File: src/rtl/tovs_pkg.sv
// tovs_pkg: shared types, controller commands and exp2 fraction table
// for the triangle oscillator; no dependencies
`default_nettype none
package tovs_pkg;

    typedef enum logic [2:0] {
        ST_IDLE,
        ST_MUL1,
        ST_MUL2,
        ST_MUL3,
        ST_SHIFT,
        ST_UPD
    } t_state;

    typedef struct packed {
        logic load;
        logic mul1;
        logic mul2;
        logic mul3;
        logic shift;
        logic upd;
    } t_cmd;

    typedef struct packed {
        logic out_full;
    } t_stat;

    localparam logic [31:0] SAMPLE_PERIOD_RESET = 32'd89478;

    // 2^(i/16) in unsigned q.16, i = 0..16
    function automatic logic [17:0] exp2_tab(input logic [4:0] i);
        logic [17:0] v;
        case (i)
            5'd0:    v = 18'd65536;
            5'd1:    v = 18'd68438;
            5'd2:    v = 18'd71468;
            5'd3:    v = 18'd74632;
            5'd4:    v = 18'd77936;
            5'd5:    v = 18'd81386;
            5'd6:    v = 18'd84990;
            5'd7:    v = 18'd88752;
            5'd8:    v = 18'd92682;
            5'd9:    v = 18'd96785;
            5'd10:   v = 18'd101070;
            5'd11:   v = 18'd105545;
            5'd12:   v = 18'd110218;
            5'd13:   v = 18'd115098;
            5'd14:   v = 18'd120194;
            5'd15:   v = 18'd125515;
            5'd16:   v = 18'd131072;
            default: v = 18'd131072;
        endcase
        return v;
    endfunction

endpackage
`default_nettype wire

File: src/rtl/tovs_ctrl.sv
// tovs_ctrl: sequencer that steps one beat through the datapath
// depends on tovs_pkg
`default_nettype none
module tovs_ctrl
    import tovs_pkg::*;
(
    input  wire logic  i_clk,
    input  wire logic  i_rst_n,
    input  wire logic  i_valid,
    output logic       o_ready,
    input  wire t_stat i_stat,
    output t_cmd       o_cmd
);

    t_state r_state, n_state;

    always_ff @(posedge i_clk) begin
        if (!i_rst_n) begin
            r_state <= ST_IDLE;
        end else begin
            r_state <= n_state;
        end
    end

    always_comb begin
        n_state = r_state;
        o_cmd   = '0;
        o_ready = 1'b0;
        case (r_state)
            ST_IDLE: begin
                o_ready = 1'b1;
                if (i_valid) begin
                    o_cmd.load = 1'b1;
                    n_state    = ST_MUL1;
                end
            end
            ST_MUL1: begin
                o_cmd.mul1 = 1'b1;
                n_state    = ST_MUL2;
            end
            ST_MUL2: begin
                o_cmd.mul2 = 1'b1;
                n_state    = ST_MUL3;
            end
            ST_MUL3: begin
                o_cmd.mul3 = 1'b1;
                n_state    = ST_SHIFT;
            end
            ST_SHIFT: begin
                o_cmd.shift = 1'b1;
                n_state     = ST_UPD;
            end
            ST_UPD: begin
                // hold until the output register is free
                if (!i_stat.out_full) begin
                    o_cmd.upd = 1'b1;
                    n_state   = ST_IDLE;
                end
            end
            default: n_state = ST_IDLE;
        endcase
    end

endmodule
`default_nettype wire

File: config.mk
export PLATFORM = sky130hd
export DESIGN_NAME = tovs_ctrl
export DESIGN_NICKNAME = d
export VERILOG_FILES = /design/src/rtl/tovs_pkg.sv /design/src/rtl/tovs_ctrl.sv
export SDC_FILE = /design/constraint.sdc
export NUM_CORES = 1
export LEC_CHECK = 0
export BUFFER_PORTS_ARGS = -buffer_cell sky130_fd_sc_hd__buf_4
export CAP_MARGIN = 15
export CORE_AREA = 4 4 41 43
export DETAILED_ROUTE_END_ITERATION = 16
export DIE_AREA = 0 0 45 47
export HOLD_SLACK_MARGIN = 0.03
export PLACE_DENSITY = 0.34
export SYNTH_ARGS = -nofsm -noshare
export SYNTH_HDL_FRONTEND = slang
export SYNTH_SLANG_ARGS = --single-unit
export TNS_END_PERCENT = 1
File: constraint.sdc
create_clock -name i_clk -period 1.6 [get_ports i_clk]
set_input_delay 0.32 -clock i_clk [delete_from_list [all_inputs] [get_ports i_clk]]
set_output_delay 0.32 -clock i_clk [all_outputs]
set_load 0.005 [all_outputs]
# --- Word-level counts from Yosys, hierarchy flattened ---
# Cells that the tools add are included.
word_totals:
  output_inout_bits: 7
  register_bits: 3
op_classes:
  n_eq_ne: 7
  muxes: 12
  reduce_logical: 2
ops:
  columns: ["cell", "n"]
  rows:
  - ["$pmux 3 s6", 1]
  - ["$mux 1", 9]
  - ["$eq 3x2->1 const B", 2]
  - ["$eq 3x3->1 const B", 2]
  - ["$mux 3", 2]
  - ["$ne 2x2->1 const B", 2]
  - ["$eq 3x1->1 const B", 1]
  - ["$logic_not 3->1", 1]
  - ["$reduce_and 2->1", 1]

# --- Logic depth before layout (Yosys ltp) ---
logic_depth:
  depth_word: 3
  ltp_mapped: 4
  ltp_nobuf: 3

# --- Least setup slack after synthesis ---
# No wires, ideal clock.
synth_timing:
  path_kind: "register -> output"
  startpoint: "register r_state[1]"
  endpoint: "output port o_cmd[5] (netlist bit)"
  required_ps: 1280
  path_stages_with_launch: 4
  slack_ps: 499
  arrival_ps: 781
  cell_sequence: "dfxtp_1 > buf_2 > nor3_2 > and2_1"
synth_rtl:
  columns: ["element", "line", "source"]
  rows:
  - ["from (decl)", "tovs_ctrl.sv:15", "t_state r_state, n_state;"]
  - ["from (signal assigned)", "tovs_ctrl.sv:21", "r_state <= n_state;"]
  - ["to (decl)", "tovs_ctrl.sv:12", "output t_cmd o_cmd"]

==> metrics.cfg <==
[detailed_routing]
met1Wirelength_um=182
routed.top_layer=met3
num_vias=188
viasPerCell=3.760
drcViolationCount=0
firstDrtPassIters=2
routed_wl_um=474
route.met3.wl_um=11
wl_met2_um=280
wl_per_cell_um=9.480
drt_iter0_drc=2
ant_nets=0

[clock_tree]
cts_tree=done
clock_sinks=3
htree_levels=1
clkLatencyLatePin_ns=0.23
cts_root_buffer=clkbuf_4
cts_setup_buffers=0
numCtsBuffers=3
clockBufferDepth=2
hold_buffers=0
cts_resized=0
clk_pin_slew_ns=0.04

[pwr]
p_sw_share_pct=27.59
power_density_mw_per_mm2=1084
power_frac_clock_pct=42.2
p_sw_uw=86.80
seqPwrFrac_pct=32.5
power_frac_comb_pct=25.3
power_leakage_nw=0.1258
peakVddDrop_v=0.0002678
p_int_uw=227.8

[layout]
area.growth.synth_to_final_pct=51.63
postLayoutCellArea_um2=290.3
fin_nets=40
regMostFlops=r_state
antenna_cells=0
drive_gt1_share_pct=40.00
reg_top3=r_state x3
finalNonFillerCells=50
largest_reg_flops=3

[timing]
tightest_slew_ns=0.2863
maxSlewViolCount=0
hold_viol_final=0
max_freq_ghz=0.6855
fin_worst_hold_slack_ns=0.3322
period_needed_ns=1.459
clock-skew-final_ns=0.002952
post-route-period-util_pct=91.17
finalSetupViolCount=0
setup_ws_ns=0.1412
finalSetupTns_ns=0
rsz0062_at_grt=false
maxSlewHeadroom_pct=80.89

[floorplan]
fp.dieH_um=47
ios=11
initial_core_util_pct=14.71
fp.dieW_um=45
core_mm2=0.001301
rows=13
die_area_mm2=0.002115

[synth]
synth_area_leaders=dfxtp_1 31%, nor2_1 7.8%, nor3b_1 7.8%
synth_cells=24
ys_ff_latch=3
netlist.top_cell.by_area=dfxtp_1
yosysUniqueCellTypes=16
synth_top_area_share_pct=31.37
ys_warn_count=0
synth_area_um2=191.4
yosysSeqAreaShare_pct=31.37
syn_nets=28
syn_area_per_cell_um2=7.976

[global_route]
antenna_found_initial=0
grt_pass1_vias=205
gr-total-overflow=0
grt_usage_pct=6.156
grt_start_max_net_pins=10
grt_first_pass_wirelength_um=883

[critical_path]
cp.required_ns=1.28
crit_arrival_ns=1.14
startpoint_type=flip-flop
r2r_slack_ns=0.56
r2r_start=r_state[2]
critPathKind=reg2out
slowest_delay_ns=0.45
worstSetupEndpointType=primary output
r2r_cells=3
crit_chain=inv_1 > nor3_1 > buf_4
cp_slowest_cell=dfxtp_1
crit_family=flip-flops
path_max_fanout=7
r2r_end=r_state[2]
critPathBufInv=2

[placement]
dp_cells=46
preCtsSetupSlack_ns=0.3895
place_area_um2=264.0
gp_congestion=0.7407
numPortBuffers=10

[job]
max-cap-violations=0

[min_path]
whs_path_depth=2
whs_endpoint=r_state[2]
hold_class=in2reg
min-delay-start=i_rst_n

[status]
status=finished, final reports clean

## area by class of cell
type / instances / area (um2)
fillers: 154 / 1011
repair buffers: 10 / 75.07
clock buffers: 4 / 26.28
well taps: 15 / 18.77
inverters: 1 / 3.754
flip-flops and latches: 3 / 60.06
multi-input cells: 17 / 106.4
## per-layer routing
| layer | vias to the layer above | global-route usage (%) |
|---|---|---|
| li1 | 101 | - |
| met1 | 85 | 5.669 |
| met2 | 2 | 9.887 |
| met3 | 0 | 2.299 |
| met4 | 0 | 7.018 |
| met5 | - | 0 |
## power groups by stage
stage	sequential, mW	combinational [mW]	clock, mW
floorplan	0.0862	0.0610	0
global placement	0.103	0.0811	0
detailed placement	0.103	0.0810	0
CTS	0.102	0.0818	0.140
global route	0.105	0.0905	0.146
finish	0.102	0.0796	0.133
## cell families (layout without fill, tap and decap cells)
family / after synthesis / after routing / synth area share, %
AO/OA/AOI/OAI: 2 / 2 / 9.152
XOR/XNOR: 1 / 1 / 4.576
buffers and inverters: 4 / 15 / 13.07
flip-flops: 3 / 3 / 31.37
AND/OR/NAND/NOR: 14 / 14 / 41.83
## worst register-to-register path, cell delays in order (launching register included)
cell     delay, ns
dfxtp_1       0.47
and3b_1       0.23
a31oi_1       0.16
nor2b_1       0.07
## placed cells by master, fill, tap and decap left out, types with 2 or more instances in the layout
| cell | Yosys | final |
|---|---|---|
| buf_4 | 0 | 10 |
| nor2_1 | 4 | 4 |
| clkbuf_4 | 0 | 3 |
| dfxtp_1 | 3 | 3 |
| nor3b_1 | 2 | 2 |
| nand2_1 | 2 | 2 |
## worst max-delay path by stage
stage / start / endpoint / cells past startpoint
floorplan: r_state[1] / o_cmd[5] / 3
global placement: r_state[1] / o_cmd[3] / 3
detailed placement: r_state[1] / o_cmd[3] / 3
CTS: r_state[1] / o_cmd[3] / 3
global route: r_state[1] / o_cmd[3] / 3
finish: r_state[1] / o_cmd[3] / 3
## through the flow
stage	util [%]	power (mW)
3_3_place_gp	20.29	0.1842
3_5_place_dp	20.29	0.1842
5_1_grt	22.31	0.3419
2_1_floorplan	-	0.1472
4_1_cts	22.31	0.3246
6_report	22.31	0.3146
## Yosys cell counts
cell and n:
inv_1 1, nor2b_1 1, nor3b_1 2, o2111a_1 1, xnor2_1 1, and2_1 1, nor2_1 4, a31oi_1 1
nand2_1 2, nand2b_1 1, nor3_1 1, buf_6 1, nor3_2 1, and3b_1 1, dfxtp_1 3, buf_2 2
Note: power is estimated with default switching activity, not from simulation.
